### src/rtl/core/bpms_pkg.sv
package bpms_pkg;

    localparam int NUM_GROUPS = 32;
    localparam int GRP_W      = 5;
    localparam int PERIOD_W   = 16;
    localparam int SIZE_W     = 8;
    localparam int TICK_W     = 32;
    localparam int BIT_W      = 5;
    localparam logic [SIZE_W-1:0] BUDGET_RESET = 8'd30;

    localparam logic CMD_TICK  = 1'b0;
    localparam logic CMD_WRITE = 1'b1;

    typedef struct packed {
        logic                is_tick;
        logic                write_ok;
        logic [GRP_W-1:0]    idx;
        logic [PERIOD_W-1:0] period;
        logic [SIZE_W-1:0]   size;
    } bpms_cmd_t;

endpackage

### src/rtl/core/bpms_if.sv
interface bpms_req_if;
    import bpms_pkg::*;
    logic                valid;
    logic                ready;
    logic                command;
    logic [GRP_W-1:0]    group_index;
    logic [PERIOD_W-1:0] period;
    logic [SIZE_W-1:0]   byte_size;
    modport source (output valid, command, group_index, period, byte_size, input ready);
    modport sink   (input valid, command, group_index, period, byte_size, output ready);
endinterface

interface bpms_rsp_if;
    import bpms_pkg::*;
    logic              valid;
    logic              ready;
    logic [GRP_W-1:0]  sent_group;
    logic              sent;
    logic [SIZE_W-1:0] budget_left;
    logic              last;
    modport source (output valid, sent_group, sent, budget_left, last, input ready);
    modport sink   (input valid, sent_group, sent, budget_left, last, output ready);
endinterface

interface bpms_cfg_if;
    import bpms_pkg::*;
    logic              valid;
    logic              ready;
    logic [SIZE_W-1:0] data;
    modport source (output valid, data, input ready);
    modport sink   (input valid, data, output ready);
endinterface

### src/rtl/core/bpms_front.sv
module bpms_front (
    input  logic               clk,
    input  logic               rst_n,
    bpms_req_if.sink           req,
    output bpms_pkg::bpms_cmd_t q_data,
    output logic               q_valid,
    input  logic               q_pop
);
    import bpms_pkg::*;

    bpms_cmd_t  entry_reg [2];
    logic       wr_ptr_reg, rd_ptr_reg;
    logic [1:0] count_reg;
    logic       push;
    bpms_cmd_t  cls;

    // classify: tick or write, and whether the write index exists
    always_comb
    begin
        cls.is_tick  = (req.command == CMD_TICK);
        cls.write_ok = ({1'b0, req.group_index} < (GRP_W+1)'(NUM_GROUPS));
        cls.idx      = req.group_index;
        cls.period   = req.period;
        cls.size     = req.byte_size;
    end

    assign req.ready = (count_reg != 2'd2);
    assign push      = req.valid && req.ready;
    assign q_valid   = (count_reg != 2'd0);
    assign q_data    = entry_reg[rd_ptr_reg];

    always_ff @(posedge clk)
    begin
        if (push)
        begin
            entry_reg[wr_ptr_reg] <= cls;
        end
    end

    always_ff @(posedge clk or negedge rst_n)
    begin
        if (!rst_n)
        begin
            wr_ptr_reg <= 1'b0;
            rd_ptr_reg <= 1'b0;
            count_reg  <= 2'd0;
        end
        else
        begin
            if (push)
            begin
                wr_ptr_reg <= ~wr_ptr_reg;
            end
            if (q_pop)
            begin
                rd_ptr_reg <= ~rd_ptr_reg;
            end
            count_reg <= count_reg + 2'(push) - 2'(q_pop);
        end
    end

    a_no_overflow: assert property (@(posedge clk) disable iff (!rst_n)
        count_reg <= 2'd2) else $error("queue count out of range");
    a_no_underflow: assert property (@(posedge clk) disable iff (!rst_n)
        q_pop |-> count_reg != 2'd0) else $error("pop from empty queue");
    a_ptr_match: assert property (@(posedge clk) disable iff (!rst_n)
        (count_reg == 2'd0 || count_reg == 2'd2) |-> wr_ptr_reg == rd_ptr_reg)
        else $error("pointers disagree with count");

endmodule

### src/rtl/core/bpms_back.sv
module bpms_back (
    input  logic                clk,
    input  logic                rst_n,
    input  bpms_pkg::bpms_cmd_t q_data,
    input  logic                q_valid,
    output logic                q_pop,
    bpms_cfg_if.sink            cfg,
    bpms_rsp_if.source          rsp
);
    import bpms_pkg::*;

    localparam logic [2:0] ST_IDLE   = 3'd0;
    localparam logic [2:0] ST_LOAD   = 3'd1;
    localparam logic [2:0] ST_DIV    = 3'd2;
    localparam logic [2:0] ST_DECIDE = 3'd3;
    localparam logic [2:0] ST_FIN    = 3'd4;

    logic [2:0]          state_reg, state_next;
    logic [PERIOD_W-1:0] period_reg [NUM_GROUPS];
    logic [SIZE_W-1:0]   size_reg   [NUM_GROUPS];
    logic [NUM_GROUPS-1:0] pend_reg;
    logic [TICK_W-1:0]   tick_reg;
    logic [SIZE_W-1:0]   budget_reg;
    logic [SIZE_W-1:0]   left_reg, left_next;
    logic [GRP_W-1:0]    grp_reg, grp_next;
    logic [BIT_W-1:0]    bit_reg, bit_next;
    logic [PERIOD_W-1:0] rem_reg, rem_next;
    logic [PERIOD_W:0]   shifted;
    logic                hold_valid_reg, hold_valid_next;
    logic [GRP_W-1:0]    hold_grp_reg, hold_grp_next;
    logic [SIZE_W-1:0]   hold_left_reg, hold_left_next;
    logic                out_valid_reg, out_valid_next;
    logic [GRP_W-1:0]    out_grp_reg, out_grp_next;
    logic                out_sent_reg, out_sent_next;
    logic [SIZE_W-1:0]   out_left_reg, out_left_next;
    logic                out_last_reg, out_last_next;
    logic                out_free, last_grp, due, fits;
    logic                wr_en, pend_set, pend_clr, tick_inc;

    assign cfg.ready   = 1'b1;
    assign rsp.valid   = out_valid_reg;
    assign rsp.sent_group  = out_grp_reg;
    assign rsp.sent        = out_sent_reg;
    assign rsp.budget_left = out_left_reg;
    assign rsp.last        = out_last_reg;

    assign out_free = !out_valid_reg || rsp.ready;
    assign last_grp = (grp_reg == GRP_W'(NUM_GROUPS-1));
    assign shifted  = {rem_reg, tick_reg[~bit_reg]};
    assign due      = (rem_reg == '0) || pend_reg[grp_reg];
    assign fits     = (left_reg >= size_reg[grp_reg]);

    always_comb
    begin
        state_next      = state_reg;
        left_next       = left_reg;
        grp_next        = grp_reg;
        bit_next        = bit_reg;
        rem_next        = rem_reg;
        hold_valid_next = hold_valid_reg;
        hold_grp_next   = hold_grp_reg;
        hold_left_next  = hold_left_reg;
        out_valid_next  = out_valid_reg && !rsp.ready;
        out_grp_next    = out_grp_reg;
        out_sent_next   = out_sent_reg;
        out_left_next   = out_left_reg;
        out_last_next   = out_last_reg;
        q_pop    = 1'b0;
        wr_en    = 1'b0;
        pend_set = 1'b0;
        pend_clr = 1'b0;
        tick_inc = 1'b0;
        case (state_reg)
            ST_IDLE:
            begin
                if (q_valid)
                begin
                    q_pop = 1'b1;
                    if (q_data.is_tick)
                    begin
                        grp_next   = '0;
                        left_next  = budget_reg;
                        state_next = ST_LOAD;
                    end
                    else
                    begin
                        wr_en = q_data.write_ok;
                    end
                end
            end
            ST_LOAD:
            begin
                // skip disabled groups
                if (period_reg[grp_reg] == '0)
                begin
                    grp_next   = grp_reg + 1'b1;
                    state_next = last_grp ? ST_FIN : ST_LOAD;
                end
                else
                begin
                    rem_next   = '0;
                    bit_next   = '0;
                    state_next = ST_DIV;
                end
            end
            ST_DIV:
            begin
                // one restoring step of tick % period per cycle
                if (shifted >= {1'b0, period_reg[grp_reg]})
                begin
                    rem_next = PERIOD_W'(shifted - {1'b0, period_reg[grp_reg]});
                end
                else
                begin
                    rem_next = PERIOD_W'(shifted);
                end
                bit_next = bit_reg + 1'b1;
                if (bit_reg == '1)
                begin
                    state_next = ST_DECIDE;
                end
            end
            ST_DECIDE:
            begin
                if (due && fits)
                begin
                    if (!hold_valid_reg || out_free)
                    begin
                        if (hold_valid_reg)
                        begin
                            out_valid_next = 1'b1;
                            out_grp_next   = hold_grp_reg;
                            out_sent_next  = 1'b1;
                            out_left_next  = hold_left_reg;
                            out_last_next  = 1'b0;
                        end
                        hold_valid_next = 1'b1;
                        hold_grp_next   = grp_reg;
                        hold_left_next  = left_reg - size_reg[grp_reg];
                        left_next       = left_reg - size_reg[grp_reg];
                        pend_clr        = 1'b1;
                        grp_next        = grp_reg + 1'b1;
                        state_next      = last_grp ? ST_FIN : ST_LOAD;
                    end
                end
                else
                begin
                    pend_set   = due;
                    grp_next   = grp_reg + 1'b1;
                    state_next = last_grp ? ST_FIN : ST_LOAD;
                end
            end
            ST_FIN:
            begin
                // close the tick: held result carries last, else report no send
                if (out_free)
                begin
                    out_valid_next  = 1'b1;
                    out_grp_next    = hold_valid_reg ? hold_grp_reg : '0;
                    out_sent_next   = hold_valid_reg;
                    out_left_next   = hold_valid_reg ? hold_left_reg : budget_reg;
                    out_last_next   = 1'b1;
                    hold_valid_next = 1'b0;
                    tick_inc        = 1'b1;
                    state_next      = ST_IDLE;
                end
            end
            default:
            begin
                state_next = ST_IDLE;
            end
        endcase
    end

    always_ff @(posedge clk)
    begin
        left_reg      <= left_next;
        bit_reg       <= bit_next;
        rem_reg       <= rem_next;
        hold_grp_reg  <= hold_grp_next;
        hold_left_reg <= hold_left_next;
        out_grp_reg   <= out_grp_next;
        out_sent_reg  <= out_sent_next;
        out_left_reg  <= out_left_next;
        out_last_reg  <= out_last_next;
        grp_reg       <= grp_next;
    end

    always_ff @(posedge clk or negedge rst_n)
    begin
        if (!rst_n)
        begin
            state_reg      <= ST_IDLE;
            hold_valid_reg <= 1'b0;
            out_valid_reg  <= 1'b0;
            pend_reg       <= '0;
            tick_reg       <= '0;
            budget_reg     <= BUDGET_RESET;
            for (int i = 0; i < NUM_GROUPS; i++)
            begin
                period_reg[i] <= '0;
                size_reg[i]   <= '0;
            end
        end
        else
        begin
            state_reg      <= state_next;
            hold_valid_reg <= hold_valid_next;
            out_valid_reg  <= out_valid_next;
            if (cfg.valid)
            begin
                budget_reg <= cfg.data;
            end
            if (wr_en)
            begin
                period_reg[q_data.idx] <= q_data.period;
                size_reg[q_data.idx]   <= q_data.size;
            end
            if (pend_set)
            begin
                pend_reg[grp_reg] <= 1'b1;
            end
            if (pend_clr)
            begin
                pend_reg[grp_reg] <= 1'b0;
            end
            if (tick_inc)
            begin
                tick_reg <= tick_reg + 1'b1;
            end
        end
    end

    a_idle_no_hold: assert property (@(posedge clk) disable iff (!rst_n)
        state_reg == ST_IDLE |-> !hold_valid_reg) else $error("held result outside a tick");
    a_unsent_is_last: assert property (@(posedge clk) disable iff (!rst_n)
        out_valid_reg && !out_sent_reg |-> out_last_reg)
        else $error("empty result not marked last");
    a_left_bounded: assert property (@(posedge clk) disable iff (!rst_n)
        hold_valid_reg |-> hold_left_reg <= budget_reg) else $error("budget grew");
    a_fin_tick: assert property (@(posedge clk) disable iff (!rst_n)
        tick_inc |=> out_valid_reg && out_last_reg) else $error("tick closed without last");

endmodule

### src/rtl/core/budgeted_periodic_message_scheduler.sv
// Budgeted periodic message scheduler.
// Channels: req carries items (command 0 = tick, 1 = write a group's period
// and byte size); rsp returns one item per group sent on a tick, or a single
// item with sent = 0 and the full budget when nothing went out; the final
// item of each tick has last set. cfg writes the per-tick byte budget and is
// always ready; write it only while the block is idle.
// Operation: with the scheduler idle, a write is stored in the queue and then
// written into the table when the scheduler pops it. A tick walks all 32 groups
// in order; an enabled group passes through load, a 32-step restoring
// tick % period unit and decide, and a disabled one is skipped in load. The
// tick is popped first and closed last; every enabled group uses the shared
// one-bit-per-cycle modulo unit in turn.
// A two-entry queue parts the intake from the scheduler, so items are taken
// while a tick is in progress until the queue fills.
// Reset clears all periods, sizes, pending marks and the tick counter and
// sets the budget to 30. When the receiver stalls, results wait in the
// output register and a one-deep hold stage and the walk pauses.
module budgeted_periodic_message_scheduler (
    input  logic        clk,
    input  logic        rst_n,
    bpms_req_if.sink    req,
    bpms_cfg_if.sink    cfg,
    bpms_rsp_if.source  rsp
);
    import bpms_pkg::*;

    bpms_cmd_t q_data;
    logic      q_valid;
    logic      q_pop;

    // intake and command queue
    bpms_front u_front (
        .clk     (clk),
        .rst_n   (rst_n),
        .req     (req),
        .q_data  (q_data),
        .q_valid (q_valid),
        .q_pop   (q_pop)
    );

    // table update and tick walk
    bpms_back u_back (
        .clk     (clk),
        .rst_n   (rst_n),
        .q_data  (q_data),
        .q_valid (q_valid),
        .q_pop   (q_pop),
        .cfg     (cfg),
        .rsp     (rsp)
    );

endmodule

### src/flat_wrapper.sv
// flat-port wrapper written by rule: the top's interface ports become plain ports
module budgeted_periodic_message_scheduler_flat import bpms_pkg::*;
  (clk, rst_n, req_valid, req_command, req_group_index, req_period, req_byte_size, req_ready, cfg_valid, cfg_data, cfg_ready, rsp_valid, rsp_sent_group, rsp_sent, rsp_budget_left, rsp_last, rsp_ready);
  bpms_req_if req_i ();
  bpms_cfg_if cfg_i ();
  bpms_rsp_if rsp_i ();
  input  logic clk;
  input  logic rst_n;
  input wire logic [$bits(req_i.valid)-1:0] req_valid;
  input wire logic [$bits(req_i.command)-1:0] req_command;
  input wire logic [$bits(req_i.group_index)-1:0] req_group_index;
  input wire logic [$bits(req_i.period)-1:0] req_period;
  input wire logic [$bits(req_i.byte_size)-1:0] req_byte_size;
  output wire logic [$bits(req_i.ready)-1:0] req_ready;
  input wire logic [$bits(cfg_i.valid)-1:0] cfg_valid;
  input wire logic [$bits(cfg_i.data)-1:0] cfg_data;
  output wire logic [$bits(cfg_i.ready)-1:0] cfg_ready;
  output wire logic [$bits(rsp_i.valid)-1:0] rsp_valid;
  output wire logic [$bits(rsp_i.sent_group)-1:0] rsp_sent_group;
  output wire logic [$bits(rsp_i.sent)-1:0] rsp_sent;
  output wire logic [$bits(rsp_i.budget_left)-1:0] rsp_budget_left;
  output wire logic [$bits(rsp_i.last)-1:0] rsp_last;
  input wire logic [$bits(rsp_i.ready)-1:0] rsp_ready;
  assign req_i.valid = req_valid;
  assign req_i.command = req_command;
  assign req_i.group_index = req_group_index;
  assign req_i.period = req_period;
  assign req_i.byte_size = req_byte_size;
  assign req_ready = req_i.ready;
  assign cfg_i.valid = cfg_valid;
  assign cfg_i.data = cfg_data;
  assign cfg_ready = cfg_i.ready;
  assign rsp_valid = rsp_i.valid;
  assign rsp_sent_group = rsp_i.sent_group;
  assign rsp_sent = rsp_i.sent;
  assign rsp_budget_left = rsp_i.budget_left;
  assign rsp_last = rsp_i.last;
  assign rsp_i.ready = rsp_ready;
  budgeted_periodic_message_scheduler u_core (.clk(clk), .rst_n(rst_n), .req(req_i), .cfg(cfg_i), .rsp(rsp_i));
endmodule
### config.mk
export PLATFORM = sky130hd
export DESIGN_NAME = budgeted_periodic_message_scheduler_flat
export DESIGN_NICKNAME = d
export VERILOG_FILES = /design/src/rtl/core/bpms_pkg.sv /design/src/rtl/core/bpms_if.sv /design/src/rtl/core/bpms_front.sv /design/src/rtl/core/bpms_back.sv /design/src/rtl/core/budgeted_periodic_message_scheduler.sv /design/src/flat_wrapper.sv
export SDC_FILE = /design/constraint.sdc
export NUM_CORES = 2
export LEC_CHECK = 0
export BUFFER_PORTS_ARGS = -buffer_cell sky130_fd_sc_hd__buf_2
export CAP_MARGIN = 20
export CORE_AREA = 2 2 379 381
export DETAILED_ROUTE_END_ITERATION = 8
export DIE_AREA = 0 0 381 383
export PLACE_DENSITY_LB_ADDON = 0.12
export SYNTH_ARGS = -nofsm -noshare
export SYNTH_HDL_FRONTEND = slang
export SYNTH_HIERARCHICAL = 1
export SYNTH_SLANG_ARGS = --single-unit
export TNS_END_PERCENT = 5
### constraint.sdc
create_clock -name clk -period 13 [get_ports clk]
set_clock_uncertainty 0.15 [all_clocks]
set_input_delay 2.6 -clock clk [delete_from_list [all_inputs] [get_ports clk]]
set_output_delay 2.6 -clock clk [all_outputs]
set_load 0.05 [all_outputs]
==> run summary <==
Outcome: finished, final reports clean
Fin. max-slew vios: 0
Critical-path cell list: buf_12, buf_12, buf_12, mux2i_1, o22ai_1, nor4_1, and2_1, ha_1, nand4_1, or4_1, o21ai_1, nor3_1, nand3_1, nand2_1, a31o_2
Layout cells sized above 1: 40.2%
Final hold vios: 0
Setup TNS: 0 ps
WP data arrival: 6830 ps
R2r startpoint: u_core/u_back/grp_reg[0]
GRT overflow: 0
Max FFs per register: 512
Dominant cell type by area after synthesis: dfrtp_1
Vias per inst: 5.31
Drc violations: 0
Vias in the first global route: 28705
CTS Buffer Depth: 3
Reg clk slew, reported paths: 60 ps
First-pass GRT wire length: 204000 µm
Pre-antenna DRT Iters: 5
Core ar.: 142000 µm²
Startpoint Class: flip-flop
HPWL Detailed: 80400 µm
Post-CTS Setup Inserts: 0
Worst path bufs/invs: 3
Pin count of the biggest net entering global routing: 177
Cell variety after synth: 83
Cells taking the most area after synthesis: dfrtp_1 (47%), mux2_2 (21%), edfxtp_1 (8.1%)
Crit-path max cell delay: 630 ps
CP required: 13320 ps
Sequential fraction of the synthesis area: 55.1%
Io pins: 61
Syn nets: 3243
Synth Instances: 3165
Ys flop type: dfrtp_1
Crit path kind: reg -> reg
Die X: 381 µm
CTS resizes: 0
Area added between synthesis and finish: 13.2%
Starting Density: 31.8%
Launch point of the worst path: u_core/u_back/grp_reg[0]
Clock Root Buffer: clkbuf_16
Fill cells: 13695
Post-synth top area share: 46.8%
Pleak: 22.9 nW
GRT Util Overall: 19.0%
WL per Instance: 27.3 µm
Initial antenna violation count: 2
CTS tree: built
Pwr Density: 248 nW/µm²
Port buffer count: 59
Clock latency on the worst-skew pair: 750 ps
Critical path's slowest cell: buf_12
Vias: 27259
Netlist Area Pre-Place: 45200 µm²
Total Nets Final: 3207
Critical Path End Type: flip-flop
Slew headroom: 23.3%
YS warnings: 6
Max_cap viols: 0
DR iter-0 viols: 1766
Final hold slack: 327 ps
# hold bufs at CTS: 0
Syn_area_per_cell: 14.3 µm²
Placer congestion estimate: 0.797
Sink Count: 971
Final setup violating endpoints: 0
Chip Height: 383 µm
RSZ-0062 raised after global routing: no
Top cell by count, worst path: buf_12
Antenna viol nets, final: 0
Die area: 146000 µm²
Post-synth ARST share: 87.4%
Cts bufs inserted: 113
Site Rows: 139
Top delay family on crit path: simple AND/OR/NAND/NOR gates
Fmax: 0.154 GHz
Inserted Diodes: 0
Hold crit path type: reg -> reg
EDFF count, synth: 122
Worst Max-Slew Pin Slew: 1140 ps
Crit path max fanout: 106
Seq cells post-synth: 971
Htree depth: 3
Peak supply drop: 0.000196 V
Hold wc startpoint: u_core/u_back/tick_reg[31]
Tmin final: 6510 ps
Fin crit share: 50.1%
WL final: 140000 µm
## cell usage in the layout (no fill, tap or decap), types with 12 or more instances in the layout
cell	n
nor2_4	26
o21ai_0	24
nand3_1	32
a31oi_1	67
mux2i_1	266
clkinv_2	26
inv_1	20
ha_1	33
buf_2	58
nand4_1	17
and3_1	18
edfxtp_1	122
clkbuf_1	22
buf_4	54
nor2b_1	12
clkbuf_16	116
o22ai_1	129
mux2_2	824
xnor2_1	37
a21oi_1	25
dfrtp_1	844
xor2_1	16
mux4_2	92
clkbuf_8	21
nor4_1	39
nor2_1	43
nand2_1	42
and2_1	22
## path summary, 6_finish.rpt
kind                                          endpoint  slack [ps]  depth (start not counted)
setup / recovery              u_core/u_back/rem_reg[4]        6490                         15
hold / removal              u_core/u_back/tick_reg[31]         330                          1
setup reg to reg              u_core/u_back/rem_reg[4]        6490                         15
hold reg to reg             u_core/u_back/tick_reg[31]         330                          1
max in group asynchronous  u_core/u_back/period_reg[9]        8530                          3
min in group asynchronous  u_core/u_back/budget_reg[0]        1830                          1
## where the power goes
| part | internal (mW) | switching (mW) |
|---|---|---|
| Sequential | 4.28 | 0.600 |
| Clock | 1.94 | 1.33 |
| Combinational | 1.95 | 2.60 |
| Total | 8.17 | 4.53 |
## cell type report
cell class,count,area (µm²),area share [%]
Timing Repair Buffer,121,886,1.73
Multi-Input combinational cell,1902,19100,37.2
Clock inverter,54,603,1.18
Tap cell,1903,2380,4.65
Clock buffer,159,3270,6.39
Sequential cell,971,24900,48.7
Inverter,20,75.1,0.147
## stage by stage
step / std cells / util, % / cell area, µm² / worst slack (ps) / total power, mW
detailed placement: 4916 / 33.2 / 47300 / 6590 / 9.48
global placement: 4915 / 33.2 / 47300 / 6630 / 9.30
CTS: 5129 / 36.0 / 51200 / 6560 / 12.8
global route: 5130 / 36.0 / 51200 / 6150 / 13.4
finish: 5130 / 36.0 / 51200 / 6490 / 12.7
floorplan: 3165 / - / 45200 / 8170 / 8.10
## cell usage after synthesis (13+ instances only)
master	instances
a21oi_1	25
a31oi_1	67
and2_1	22
and3_1	19
buf_2	97
buf_4	21
buf_6	24
clkbuf_1	123
dfrtp_1	845
edfxtp_1	122
ha_1	33
inv_1	20
mux2_2	824
mux2i_1	266
mux4_2	92
nand2_1	43
nand3_1	33
nand4_1	17
nor2_1	63
nor2b_1	13
nor4_1	39
o21ai_0	24
o22ai_1	129
xnor2_1	37
xor2_1	16
## per-layer routing
metal | vias to the layer above | GRT usage (%) | wire length (µm)
met5 | - | 0 | 0
met4 | 0 | 4.52 | 2400
met3 | 146 | 2.84 | 6020
met2 | 628 | 31.0 | 66000
met1 | 14756 | 26.7 | 65500
li1 | 11729 | - | -
## cells by family (layout without fill, tap and decap cells)
logic type | Yosys count | after routing | share of synthesized area, %
compound gates | 303 | 303 | 4.29
fa+ha+maj | 35 | 35 | 1.00
xor+xnor | 53 | 53 | 1.03
mux | 1182 | 1182 | 31.0
buf+inv | 292 | 354 | 3.27
flops | 971 | 971 | 55.1
simple gates | 327 | 327 | 4.32
other cells | 2 | 2 | 0.0166
Power figures use the tool's default switching activity.
